**src/hdl/sha_pkg.sv**
```systemverilog
// ----------------------------------------------------------------------------
// SHA-256 package
// Shared types, constants and round functions of the streaming hasher.
// ----------------------------------------------------------------------------
package sha_pkg;

	localparam int unsigned BlockBytes = 64;
	localparam int unsigned BlockWords = 16;
	localparam int unsigned Rounds     = 64;
	localparam int unsigned TotalW     = 61;

	typedef enum logic [1:0] {
		KIND_ABSORB  = 2'd0,
		KIND_DIGEST  = 2'd1,
		KIND_RESTART = 2'd2,
		KIND_UNUSED  = 2'd3
	} kind_t;

	typedef enum logic [3:0] {
		ST_IDLE,
		ST_LOAD,
		ST_ROUND,
		ST_FOLD,
		ST_PAD_LOAD,
		ST_PAD_ROUND,
		ST_PAD_FOLD,
		ST_EMIT
	} state_t;

	// Which block the message schedule loads its sixteen words from.
	typedef enum logic [1:0] {
		SRC_BUFFER,
		SRC_PAD_FIRST,
		SRC_PAD_SECOND
	} src_t;

	// Commands from the controller to the datapath.
	typedef struct packed {
		logic       write_byte;
		logic       restart;
		logic       load_word;
		logic [3:0] load_idx;
		src_t       src;
		logic       init_work;
		logic       round;
		logic [5:0] round_idx;
		logic       fold_chain;
		logic       fold_copy;
		logic       copy_from_chain;
	} cmd_t;

	// Status from the datapath to the controller.
	typedef struct packed {
		logic [5:0] fill;
		logic       two_blocks;
	} stat_t;

	localparam logic [31:0] INIT_VEC [8] = '{
		32'h6a09e667, 32'hbb67ae85, 32'h3c6ef372, 32'ha54ff53a,
		32'h510e527f, 32'h9b05688c, 32'h1f83d9ab, 32'h5be0cd19
	};

	localparam logic [31:0] ROUND_K [64] = '{
		32'h428a2f98, 32'h71374491, 32'hb5c0fbcf, 32'he9b5dba5,
		32'h3956c25b, 32'h59f111f1, 32'h923f82a4, 32'hab1c5ed5,
		32'hd807aa98, 32'h12835b01, 32'h243185be, 32'h550c7dc3,
		32'h72be5d74, 32'h80deb1fe, 32'h9bdc06a7, 32'hc19bf174,
		32'he49b69c1, 32'hefbe4786, 32'h0fc19dc6, 32'h240ca1cc,
		32'h2de92c6f, 32'h4a7484aa, 32'h5cb0a9dc, 32'h76f988da,
		32'h983e5152, 32'ha831c66d, 32'hb00327c8, 32'hbf597fc7,
		32'hc6e00bf3, 32'hd5a79147, 32'h06ca6351, 32'h14292967,
		32'h27b70a85, 32'h2e1b2138, 32'h4d2c6dfc, 32'h53380d13,
		32'h650a7354, 32'h766a0abb, 32'h81c2c92e, 32'h92722c85,
		32'ha2bfe8a1, 32'ha81a664b, 32'hc24b8b70, 32'hc76c51a3,
		32'hd192e819, 32'hd6990624, 32'hf40e3585, 32'h106aa070,
		32'h19a4c116, 32'h1e376c08, 32'h2748774c, 32'h34b0bcb5,
		32'h391c0cb3, 32'h4ed8aa4a, 32'h5b9cca4f, 32'h682e6ff3,
		32'h748f82ee, 32'h78a5636f, 32'h84c87814, 32'h8cc70208,
		32'h90befffa, 32'ha4506ceb, 32'hbef9a3f7, 32'hc67178f2
	};

	function automatic logic [31:0] ror(input logic [31:0] x, input int unsigned n);
		ror = (x >> n) | (x << (32 - n));
	endfunction

endpackage

```
**src/hdl/sha_datapath.sv**
```systemverilog
// ----------------------------------------------------------------------------
// SHA-256 datapath
// Block buffer, byte counter, chaining words, message schedule and one
// compression round per cycle.
// ----------------------------------------------------------------------------
module sha_datapath (
	input  logic            clk,
	input  logic            arst_n,
	input  logic [7:0]      data_byte,
	input  sha_pkg::cmd_t   cmd,
	input  logic [2:0]      out_idx,
	output sha_pkg::stat_t  stat,
	output logic [31:0]     digest_word
);

	logic [31:0] buf_mem [sha_pkg::BlockWords];
	logic [31:0] buf_rd_q;
	logic [3:0]  rd_idx_q;
	logic [5:0]  fill_q;
	logic [sha_pkg::TotalW-1:0] total_q;
	logic [31:0] chain_q [8];
	logic [31:0] copy_q [8];
	logic [31:0] work_q [8];
	logic [31:0] sched_q [16];
	logic [31:0] load_word;
	logic [31:0] w_new;
	logic [31:0] w_cur;
	logic [31:0] t1;
	logic [31:0] t2;
	logic [63:0] bit_len;
	logic [5:0]  pos;
	logic [7:0]  pb [4];

	assign bit_len = {total_q, 3'b000};
	assign stat.fill = fill_q;
	assign stat.two_blocks = (fill_q >= 6'd56);

	// The buffer is written one byte and read one word per cycle. The index
	// of the word read is kept beside it for the padding logic.
	always_ff @(posedge clk) begin
		if (cmd.write_byte) begin
			buf_mem[fill_q[5:2]][{~fill_q[1:0], 3'b000} +: 8] <= data_byte;
		end
		buf_rd_q <= buf_mem[cmd.load_idx];
		rd_idx_q <= cmd.load_idx;
	end

	// Padding bytes of a word: held data below the fill mark, 0x80 at it, then
	// zeros, with the bit length in the last eight bytes of the final block.
	always_comb begin
		for (int b = 0; b < 4; b++) begin
			pos = {rd_idx_q, 2'(b)};
			pb[b] = 8'h00;
			if (cmd.src == sha_pkg::SRC_PAD_FIRST) begin
				if (pos < fill_q) begin
					pb[b] = buf_rd_q[31 - 8*b -: 8];
				end else if (pos == fill_q) begin
					pb[b] = 8'h80;
				end
			end
		end
		load_word = {pb[0], pb[1], pb[2], pb[3]};
		if ((cmd.src == sha_pkg::SRC_PAD_SECOND) || !stat.two_blocks) begin
			if (rd_idx_q == 4'd14) begin
				load_word = bit_len[63:32];
			end else if (rd_idx_q == 4'd15) begin
				load_word = bit_len[31:0];
			end
		end
		if (cmd.src == sha_pkg::SRC_BUFFER) begin
			load_word = buf_rd_q;
		end
	end

	assign w_new = sched_q[0]
		+ (sha_pkg::ror(sched_q[1], 7) ^ sha_pkg::ror(sched_q[1], 18) ^ (sched_q[1] >> 3))
		+ sched_q[9]
		+ (sha_pkg::ror(sched_q[14], 17) ^ sha_pkg::ror(sched_q[14], 19)
			^ (sched_q[14] >> 10));
	assign w_cur = sched_q[0];

	assign t1 = work_q[7]
		+ (sha_pkg::ror(work_q[4], 6) ^ sha_pkg::ror(work_q[4], 11)
			^ sha_pkg::ror(work_q[4], 25))
		+ ((work_q[4] & work_q[5]) ^ (~work_q[4] & work_q[6]))
		+ sha_pkg::ROUND_K[cmd.round_idx] + w_cur;
	assign t2 = (sha_pkg::ror(work_q[0], 2) ^ sha_pkg::ror(work_q[0], 13)
			^ sha_pkg::ror(work_q[0], 22))
		+ ((work_q[0] & work_q[1]) ^ (work_q[0] & work_q[2]) ^ (work_q[1] & work_q[2]));

	always_ff @(posedge clk or negedge arst_n) begin
		if (!arst_n) begin
			fill_q  <= '0;
			total_q <= '0;
			for (int i = 0; i < 8; i++) begin
				chain_q[i] <= sha_pkg::INIT_VEC[i];
			end
		end else begin
			if (cmd.restart) begin
				fill_q  <= '0;
				total_q <= '0;
				for (int i = 0; i < 8; i++) begin
					chain_q[i] <= sha_pkg::INIT_VEC[i];
				end
			end else begin
				if (cmd.write_byte) begin
					fill_q  <= fill_q + 6'd1;
					total_q <= total_q + sha_pkg::TotalW'(1);
				end
				if (cmd.fold_chain) begin
					for (int i = 0; i < 8; i++) begin
						chain_q[i] <= chain_q[i] + work_q[i];
					end
				end
			end
		end
	end

	always_ff @(posedge clk) begin
		if (cmd.load_word) begin
			for (int i = 0; i < 15; i++) begin
				sched_q[i] <= sched_q[i + 1];
			end
			sched_q[15] <= load_word;
		end else if (cmd.round) begin
			for (int i = 0; i < 15; i++) begin
				sched_q[i] <= sched_q[i + 1];
			end
			sched_q[15] <= w_new;
		end
		if (cmd.copy_from_chain) begin
			copy_q <= chain_q;
		end else if (cmd.fold_copy) begin
			for (int i = 0; i < 8; i++) begin
				copy_q[i] <= copy_q[i] + work_q[i];
			end
		end
		if (cmd.init_work) begin
			work_q <= cmd.copy_from_chain ? chain_q : copy_q;
		end else if (cmd.round) begin
			work_q[7] <= work_q[6];
			work_q[6] <= work_q[5];
			work_q[5] <= work_q[4];
			work_q[4] <= work_q[3] + t1;
			work_q[3] <= work_q[2];
			work_q[2] <= work_q[1];
			work_q[1] <= work_q[0];
			work_q[0] <= t1 + t2;
		end
	end

	assign digest_word = copy_q[out_idx];

`ifndef SYNTHESIS
	a_restart_clears: assert property (@(posedge clk) disable iff (!arst_n)
		cmd.restart |=> (fill_q == 6'd0) && (total_q == '0))
		else $error("restart left the counters set");
	a_fill_tracks: assert property (@(posedge clk) disable iff (!arst_n)
		cmd.write_byte && !cmd.restart |=> fill_q == $past(fill_q) + 6'd1)
		else $error("fill count did not advance");
	a_chain_stable: assert property (@(posedge clk) disable iff (!arst_n)
		!cmd.fold_chain && !cmd.restart |=> $stable(chain_q[0]))
		else $error("chaining word changed outside a fold");
`endif

endmodule

```
**src/hdl/sha_ctrl.sv**
```systemverilog
// ----------------------------------------------------------------------------
// SHA-256 controller
// Sequences absorb, compression, padding and digest output.
// ----------------------------------------------------------------------------
module sha_ctrl (
	input  logic            clk,
	input  logic            arst_n,
	input  logic            in_valid,
	output logic            in_stall,
	input  logic [1:0]      kind,
	output logic            out_valid,
	input  logic            out_stall,
	output logic [2:0]      out_idx,
	input  sha_pkg::stat_t  stat,
	output sha_pkg::cmd_t   cmd
);

	sha_pkg::state_t state_q, state_d;
	logic [6:0] cnt_q, cnt_d;
	logic       second_q, second_d;
	logic       in_acc;

	assign in_acc = in_valid && !in_stall;
	assign out_idx = cnt_q[2:0];

	always_ff @(posedge clk or negedge arst_n) begin
		if (!arst_n) begin
			state_q  <= sha_pkg::ST_IDLE;
			cnt_q    <= '0;
			second_q <= 1'b0;
		end else begin
			state_q  <= state_d;
			cnt_q    <= cnt_d;
			second_q <= second_d;
		end
	end

	// Loading takes 17 steps: a buffer read is registered in the cycle before
	// its shift into the schedule.
	always_comb begin
		state_d  = state_q;
		cnt_d    = cnt_q;
		second_d = second_q;
		in_stall = 1'b1;
		out_valid = 1'b0;
		cmd = '0;
		cmd.src = second_q ? sha_pkg::SRC_PAD_SECOND : sha_pkg::SRC_PAD_FIRST;
		cmd.load_idx = cnt_q[3:0];
		cmd.round_idx = cnt_q[5:0];
		case (state_q)
			sha_pkg::ST_IDLE: begin
				in_stall = 1'b0;
				if (in_valid) begin
					case (kind)
						sha_pkg::KIND_ABSORB: begin
							cmd.write_byte = 1'b1;
							if (stat.fill == 6'd63) begin
								state_d = sha_pkg::ST_LOAD;
								cnt_d = '0;
							end
						end
						sha_pkg::KIND_RESTART: cmd.restart = 1'b1;
						sha_pkg::KIND_DIGEST: begin
							cmd.copy_from_chain = 1'b1;
							state_d = sha_pkg::ST_PAD_LOAD;
							second_d = 1'b0;
							cnt_d = '0;
						end
						default: ;
					endcase
				end
			end
			sha_pkg::ST_LOAD, sha_pkg::ST_PAD_LOAD: begin
				cmd.src = (state_q == sha_pkg::ST_LOAD) ? sha_pkg::SRC_BUFFER : cmd.src;
				cmd.load_idx = cnt_q[3:0] - 4'd1;
				cmd.load_word = (cnt_q != 7'd0);
				if (cnt_q == 7'd16) begin
					cmd.init_work = 1'b1;
					cmd.copy_from_chain = 1'b0;
					state_d = (state_q == sha_pkg::ST_LOAD) ? sha_pkg::ST_ROUND
						: sha_pkg::ST_PAD_ROUND;
					cnt_d = '0;
				end else begin
					cnt_d = cnt_q + 7'd1;
				end
				if (state_q == sha_pkg::ST_LOAD && cnt_q == 7'd16) begin
					cmd.copy_from_chain = 1'b1;
				end
				if (cnt_q != 7'd16) begin
					cmd.load_idx = cnt_q[3:0];
				end
			end
			sha_pkg::ST_ROUND, sha_pkg::ST_PAD_ROUND: begin
				cmd.round = 1'b1;
				if (cnt_q == 7'd63) begin
					state_d = (state_q == sha_pkg::ST_ROUND) ? sha_pkg::ST_FOLD
						: sha_pkg::ST_PAD_FOLD;
					cnt_d = '0;
				end else begin
					cnt_d = cnt_q + 7'd1;
				end
			end
			sha_pkg::ST_FOLD: begin
				cmd.fold_chain = 1'b1;
				state_d = sha_pkg::ST_IDLE;
			end
			sha_pkg::ST_PAD_FOLD: begin
				cmd.fold_copy = 1'b1;
				cnt_d = '0;
				if (stat.two_blocks && !second_q) begin
					second_d = 1'b1;
					state_d = sha_pkg::ST_PAD_LOAD;
				end else begin
					state_d = sha_pkg::ST_EMIT;
				end
			end
			sha_pkg::ST_EMIT: begin
				out_valid = 1'b1;
				if (!out_stall) begin
					if (cnt_q == 7'd7) begin
						state_d = sha_pkg::ST_IDLE;
						cnt_d = '0;
					end else begin
						cnt_d = cnt_q + 7'd1;
					end
				end
			end
			default: state_d = sha_pkg::ST_IDLE;
		endcase
		if (!in_acc) begin
			cmd.write_byte = cmd.write_byte & in_acc;
		end
	end

`ifndef SYNTHESIS
	a_emit_only: assert property (@(posedge clk) disable iff (!arst_n)
		out_valid |-> state_q == sha_pkg::ST_EMIT)
		else $error("result outside emit");
	a_busy_stall: assert property (@(posedge clk) disable iff (!arst_n)
		(state_q != sha_pkg::ST_IDLE) |-> in_stall)
		else $error("accepted while busy");
	a_round_range: assert property (@(posedge clk) disable iff (!arst_n)
		cmd.round |-> cnt_q < 7'd64)
		else $error("round index out of range");
`endif

endmodule

```
**src/hdl/sha256_stream_hasher.sv**
```systemverilog
// ----------------------------------------------------------------------------
// Streaming SHA-256 hasher
// Absorbs message bytes and emits the digest of the stream on request.
// ----------------------------------------------------------------------------
// Input channel: kind and data_byte, qualified by in_valid and in_stall.
// Kind 0 absorbs data_byte, kind 1 asks for the digest of all bytes so far
// without disturbing the running hash, kind 2 restarts from the initial
// vector, kind 3 is dropped.
// Output channel: eight words per digest request, digest_word with its
// word_index, last_word set on word 7, qualified by out_valid and out_stall.
// An absorbed byte is written into the block buffer; the 64th byte of a block adds
// a compression (schedule load, 64 rounds on the single round unit, one fold). A digest adds
// the same work for each padded block, one or two in all, after the accepting cycle,
// then one word per cycle unless stalled.
// The block works on one item at a time and holds in_stall high meanwhile.
// Reset loads the initial vector and clears the byte counters; a stalled
// word holds until taken.
// ----------------------------------------------------------------------------
module sha256_stream_hasher (
	input  logic        clk,
	input  logic        arst_n,
	input  logic        in_valid,
	output logic        in_stall,
	input  logic [1:0]  kind,
	input  logic [7:0]  data_byte,
	output logic        out_valid,
	input  logic        out_stall,
	output logic [31:0] digest_word,
	output logic [2:0]  word_index,
	output logic        last_word
);

	sha_pkg::cmd_t  cmd;
	sha_pkg::stat_t stat;
	logic [2:0]     out_idx;

	sha_ctrl u_ctrl (
		.clk       (clk),
		.arst_n    (arst_n),
		.in_valid  (in_valid),
		.in_stall  (in_stall),
		.kind      (kind),
		.out_valid (out_valid),
		.out_stall (out_stall),
		.out_idx   (out_idx),
		.stat      (stat),
		.cmd       (cmd)
	);

	sha_datapath u_dp (
		.clk         (clk),
		.arst_n      (arst_n),
		.data_byte   (data_byte),
		.cmd         (cmd),
		.out_idx     (out_idx),
		.stat        (stat),
		.digest_word (digest_word)
	);

	assign word_index = out_idx;
	assign last_word  = (out_idx == 3'd7);

endmodule
```
**config.mk**
```make
export PLATFORM = sky130hd
export DESIGN_NAME = sha256_stream_hasher
export DESIGN_NICKNAME = d
export VERILOG_FILES = /design/src/hdl/sha_pkg.sv /design/src/hdl/sha_datapath.sv /design/src/hdl/sha_ctrl.sv /design/src/hdl/sha256_stream_hasher.sv
export SDC_FILE = /design/constraint.sdc
export NUM_CORES = 2
export LEC_CHECK = 0
export BUFFER_PORTS_ARGS = -buffer_cell sky130_fd_sc_hd__buf_2
export CORE_MARGIN = 3
export CORE_UTILIZATION = 58
export CTS_CLUSTER_SIZE = 8
export DETAILED_ROUTE_END_ITERATION = 7
export PLACE_DENSITY = 0.77
export SYNTH_ARGS = -nofsm -noshare
export SYNTH_HDL_FRONTEND = slang
export SYNTH_SLANG_ARGS = --single-unit
```
**constraint.sdc**
```tcl
create_clock -name clk -period 42.7 [get_ports clk]
set_input_delay 12.81 -clock clk [delete_from_list [all_inputs] [get_ports clk]]
set_output_delay 12.81 -clock clk [all_outputs]
set_load 0.05 [all_outputs]
```
# After elaboration in Yosys (flattened, before gate mapping)
# Memories as Yosys holds them, arrays and structs flattened. A register that Yosys moved wholly into a read port is not among the register bits.
# Cells that the tools add are included.
totals:
  n_memories: 3
  regBits: 851
  latchBits: 0
  mem_bits_rw: 1024
  romBits: 2048
classes:
  div_mod_pow: 0
  n_shift: 2
  add_sub_neg: 31
  n_eq_ne: 32
  n_mul: 0
  n_lt_le_gt_ge: 7
  reduce_logical: 21
  mux: 97
  bitwise_logic: 47
mem_list:
  columns: ["memory", "depth", "word_bits", "rd", "rd_ports_with_merged_regs", "wr", "line", "source"]
  rows:
  - ["(no name shown)", 64, 32, 1, 0, 0, "sha_datapath.sv:86", "+ sha_pkg::ROUND_K[cmd.round_idx] + w_cur;"]
  - ["u_dp.buf_mem", 16, 32, 1, 1, 1, "sha_datapath.sv:16", "logic [31:0] buf_mem [sha_pkg::BlockWords];"]
  - ["u_dp.sched_q", 16, 32, 16, 0, 16, "sha_datapath.sv:24", "logic [31:0] sched_q [16];"]
ops:
  columns: ["cell", "n"]
  rows:
  - ["2-to-1 mux 256 bit", 7]
  - ["adder 32 bit", 26]
  - ["2-to-1 mux 32 bit", 25]
  - ["XOR 32 bit", 9]
  - ["bitwise AND 32 bit", 5]
  - ["2-to-1 mux 61 bit", 2]
  - ["2-to-1 mux 8 bit", 13]
  - ["binary-select mux 32 bit (select 3 bit)", 1]
  - ["adder 61 x 1 -> 61 bit, second input constant", 1]
  - ["2-to-1 mux 7 bit", 6]
  - ["one-hot mux 7 bit (5 select lines)", 1]
  - ["NOT 32 bit", 1]
  - ["bitwise OR 10 x 32 -> 32 bit", 1]
  - ["bitwise OR 13 x 32 -> 32 bit", 1]
  - ["bitwise OR 14 x 32 -> 32 bit", 1]
  - ["bitwise OR 15 x 32 -> 32 bit", 1]
  - ["bitwise OR 19 x 32 -> 32 bit", 1]
  - ["bitwise OR 21 x 32 -> 32 bit", 1]
  - ["bitwise OR 25 x 32 -> 32 bit", 1]
  - ["bitwise OR 26 x 32 -> 32 bit", 1]
  - ["bitwise OR 30 x 32 -> 32 bit", 1]
  - ["bitwise OR 7 x 32 -> 32 bit", 1]
  - ["variable shift 8 x 7 -> 32 bit, first input constant", 1]
  - ["variable part select 8 x 7 -> 32 bit", 1]
  - ["other kinds (52)", 128]

# Longest topological paths before layout
depth:
  depth_word: 10
  depth_mapped: 42
  depth_no_buf: 40

# Hierarchy
# From an unflattened synthesis, not the netlist that was laid out.
hier_totals:
  cells_unflattened: 10365
  area_unflattened_um2: 115213.0
by_module_without_submodules:
  columns: ["module", "instances", "seq_area_each_um2", "cells_each", "area_each_um2"]
  rows:
  - ["sha_datapath", 1, 55097.8, 10214, 114086.9]
  - ["sha_ctrl", 1, 275.3, 150, 1119.8]
  - ["sha256_stream_hasher", 1, 0.0, 1, 6.3]

# Least setup slack after synthesis
# OpenSTA, ideal clock, no wires.
synth_path:
  kind: "register to register"
  start: "reg u_ctrl.state_q[2]"
  end: "mem u_dp.sched_q[0][0] (enable)"
  t_required_ns: 41.181
  setup_time_ns: 1.519
  path_slack_ns: 16.521
  arrival_time_ns: 24.660
  period_less_slack_ns: 26.179
  path_stages_with_launch: 5
  cell_sequence: "dfrtp_1 > buf_2 > clkbuf_1 > nand2_1 > o211ai_1"
synth_rtl:
  columns: ["element", "line", "source"]
  rows:
  - ["start, declared", "sha_ctrl.sv:18", "sha_pkg::state_t state_q, state_d;"]
  - ["start signal, assigned", "sha_ctrl.sv:28", "state_q <= sha_pkg::ST_IDLE;"]
  - ["start signal, assigned", "sha_ctrl.sv:32", "state_q <= state_d;"]
  - ["end, declared", "sha_datapath.sv:24", null]

# Worst setup path after layout
layout_path:
  start: "reg u_ctrl.cnt_q[0]"
  end: "out digest_word[29]"
layout_between:
  elab_chain_len: 4
layout_rtl:
  columns: ["element", "line", "source"]
  rows:
  - ["start, declared", "sha_ctrl.sv:19", "logic [6:0] cnt_q, cnt_d;"]
  - ["start signal, assigned", "sha_ctrl.sv:33", "cnt_q <= cnt_d;"]
  - ["NOT 3 -> 4 bit (not written as such)", "sha_datapath.sv:152", "assign digest_word = copy_q[out_idx];"]
  - ["binary-select mux 32 bit (select 3 bit)", "sha_datapath.sv:152", null]
  - ["2-to-1 mux 32 bit (not written as such) (2 in a row)", "sha_datapath.sv:152", null]
  - ["end, declared", "sha256_stream_hasher.sv:28", "output logic [31:0] digest_word,"]
# Every way passes these cells. The select of a mux whose other input is x is not followed.

==> results list <==
* Run status: finished, violations left
- Violated checks: DRC
- Initial core utilization: 58.59%
* Combined area of all synthesized cells: between 0.1 and 0.15 mm²
* Clock buffers created by TritonCTS: ~290
- The count of nets left with antenna violations once routing finished came out at 0.
- After floorplanning, the core was divided into 161 placement rows.
- The number of endpoints with negative hold slack in the final report is 0.
* Post-CTS Resized: 0
* Startpoint type of the worst setup path: flop
- Finish-stage setup viols: 0
* Critical path data required time: 29.89 ns
* Post-synth EDFFs: 1536
- After clock tree synthesis, the setup repair step added 0 buffers.
- The multi-input combinational cells in the finished layout cover a total of ~0.055 mm².
* Share of post-route cells with drive strength above 1: a little under a tenth
- Worst hold slack after final layout: 0.3788 ns
- In the synthesized netlist, the number of instances is 10244.
- Fraction of synthesis flops using an asynchronous set or reset pin: 17.52%
- In this run, synthesis produced a sequential element count of ~1900.
- In this run the clock root is driven by a sky130_fd_sc_hd__clkbuf_16.
- After detailed routing, the average wire length per cell comes to 28.51 µm.
- The final number of max-transition violations came to 0.
- For the final routed database, the setup TNS stands at 0 ns.
- For this run, the number of Yosys warnings is 0.
- The first global-routing pass estimated 546.0 mm of wire.
- Once detailed placement completed, the half-perimeter wirelength came to around 260 mm.
- Hold path startpoint: u_dp.sched_q[0][405]
* Worst-skew pair later-pin latency: 0.95 ns
- Total of max-cap violations: 0
- CP Data Arrival Time: around 4.2 ns
* Clock sink count: ~1900
- TritonCTS built the clock tree.
- Once routing completed, OpenROAD measured the worst setup slack at about 26 ns.
* First-iteration detailed-routing DRC count: 12055
- Commonest non-fill, non-tap cell in the layout: sky130_fd_sc_hd__edfxtp_1
- In this run the cell area measured after placement is 0.1160 mm².
- Maximum number of pins on one net before global-route repair: 213
- Of all nets on the critical path, the largest fanout is 43.
* Number of fill cells: 14434
- The clock passes through at most 4 buffers.
- Tightest slew margin relative to the limit: 12.45%
- Number of I/O port buffers: 51
- Dominant register cell in the synthesized netlist: sky130_fd_sc_hd__edfxtp_1
- The number of global-route vias before repair is approximately 84000.
- The number of nets in the synthesized netlist is 11121.
* Clock skew: 0.07062 ns
- After clock tree synthesis, the clock-pin slew on the worst setup and hold paths is 0.05 ns.
- The worst hold path belongs to the class reg -> reg.
- Maximum level of the CTS H-tree: 5
* Syn Area/Cell: 11.05 µm²
- Die ar.: 0.2005 mm²
* Most frequent cells in the layout: sky130_fd_sc_hd__edfxtp_1, sky130_fd_sc_hd__nand2_1, sky130_fd_sc_hd__nor2_1
- Maximum operating frequency: 58.78 MHz
- Layout Cell Area excl Fill: ~0.12 mm²
- Via density per instance: 6.725
* Post-synthesis cell type count: 111
- Part of the Yosys area used for sequential elements: 48.92%
- Critical path startpoint: u_ctrl.cnt_q[0]
- For this design, the CTS-stage hold fixing added 0 buffers.
- Residual overflow from global routing: 0
- The first detailed-routing pass took 8 iterations.
- The floorplan step set the die width to between 400 and 500 µm.
- Timing analysis after detailed placement gives a worst setup slack of 26.23 ns.
- From bottom edge to top edge, the die measures 447.8 µm.
- Dividing the final minimum period by the clock period gives 39.84%.
* Number of vias after detailed routing: 87178
- Setup slack of the most critical reg-to-reg path: 29.48 ns
* Routability congestion estimate: between 1 and 1.5
- Setup repair after global routing left no endpoint under its margin.
* Pin slew with the least headroom to its limit: 1.304 ns
- 52 I/O pins were placed.
* Type of the worst setup path: reg -> out
* Clock period minus final worst setup slack: 17.01 ns
- The sequential cells in the finished layout cover a total of 0.05539 mm².
* Nets: around 11000
* DRC Markers: 6
- Final wirelength: 369.6 mm
* Area of the core: a little under 0.2 mm²
- The worst setup path is captured at an output port.
- Relative to the synthesized area, the layout overhead comes to 9.679%.
* Antenna violations before repair: 12
* Total routing resource utilization after global routing: 36.51%
- The worst register-to-register path begins at u_ctrl.cnt_q[2].
-- kinds of logic after synthesis --
| kind of cell | after synthesis | share of synthesized area, % |
|---|---|---|
| DFF | 1906 | 48.92 |
| xor gates and xnor gates | 829 | 6.427 |
| AOI/OAI and AO/OA | 2696 | 14.84 |
| and+or+nand+nor | 2802 | 11.08 |
| muxes | 280 | 4.754 |
| buffers and inverters | 842 | 2.867 |
| adders and majority gates | 889 | 11.12 |
-- layer usage --
| metal | global-route usage, % | part of all wire, % | routed length [µm] | up-vias |
|---|---|---|---|---|
| li1 | - | - | - | 37803 |
| met5 | 0 | 0.024 | 90 | - |
| met1 | 51.33 | 40 | 146400 | 42808 |
| met4 | 17.74 | 5.7 | 21000 | 16 |
| met3 | 9.759 | 12 | 44890 | 1092 |
| met2 | 52.63 | 43 | 157200 | 5459 |
-- through the flow --
step	cells	util (%)
3_5_place_dp	12486	60.04
5_1_grt	12957	64.26
4_1_cts	12957	64.26
3_3_place_gp	12486	60.04
6_report	12963	64.26
2_1_floorplan	10244	-
-- cell usage after synthesis, drive strengths merged, types with 59 or more instances --
cell type  number  area share, %
a31oi         355            2.0
o21bai         86           0.57
a211oi         59           0.40
o21a           98           0.65
nor2b          64           0.35
dfrtp         198            4.4
nand3         187           0.83
ha            660            7.3
buf            96           0.39
and3          102           0.56
a21oi         666            3.0
o21ai         761            3.4
xnor2         483            3.7
nand2b        101           0.56
xor2          345            2.7
o31ai          65           0.49
mux4          204            4.1
edfxtp       1536             41
a21o          272            1.8
dfstp         136            3.2
nor3          155           0.71
nor2          739            2.5
fa            203            3.6
clkbuf        352            1.2
nand2        1191            3.9
inv           393            1.3
-- registers in the layout, summed over array words and instances, names as in the netlist, 3 cells and up --
signal and flops:
u_dp.fill_q 6, u_dp.copy_q 256, u_dp.chain_q 256, u_dp.buf_mem 512
u_ctrl.state_q 3, u_dp.total_q 61, u_dp.work_q 256, u_dp.sched_q 512
u_dp.rd_idx_q 4, u_ctrl.cnt_q 7, u_dp.buf_rd_q 32
-- cell type report --
| type | instances | area share [%] |
|---|---|---|
| Antenna cell | 6 | 0.01209 |
| Clock buffer | 461 | 6.498 |
| Clock inverter | 10 | 0.05946 |
| Inverter | 394 | 1.192 |
| Multi-Input combinational cell | 7496 | 44.07 |
| Sequential cell | 1906 | 44.62 |
| Tap cell | 2526 | 2.546 |
| Timing Repair Buffer | 164 | 1.008 |
-- worst max-delay path, cell delays in order (launching register included) --
cell and delay (ns):
sky130_fd_sc_hd__dfrtp_4 1.02, sky130_fd_sc_hd__buf_4 0.85, sky130_fd_sc_hd__mux4_2 0.60, sky130_fd_sc_hd__nand2_1 0.18, sky130_fd_sc_hd__nand2_1 0.24, sky130_fd_sc_hd__buf_2 0.28
-- final timing paths --
kind,end,cells after the start
setup / recovery,digest_word[29],5
hold / removal,u_dp.sched_q[0][373],0
setup reg to reg,u_dp.work_q[254],37
hold reg to reg,u_dp.sched_q[0][373],0
max in group asynchronous,u_dp.chain_q[156],3
min in group asynchronous,u_dp.chain_q[29],1
Power is left out: the tool's default activity adds up to more than one toggle a clock period on the data nets, which glitch-free logic cannot reach.
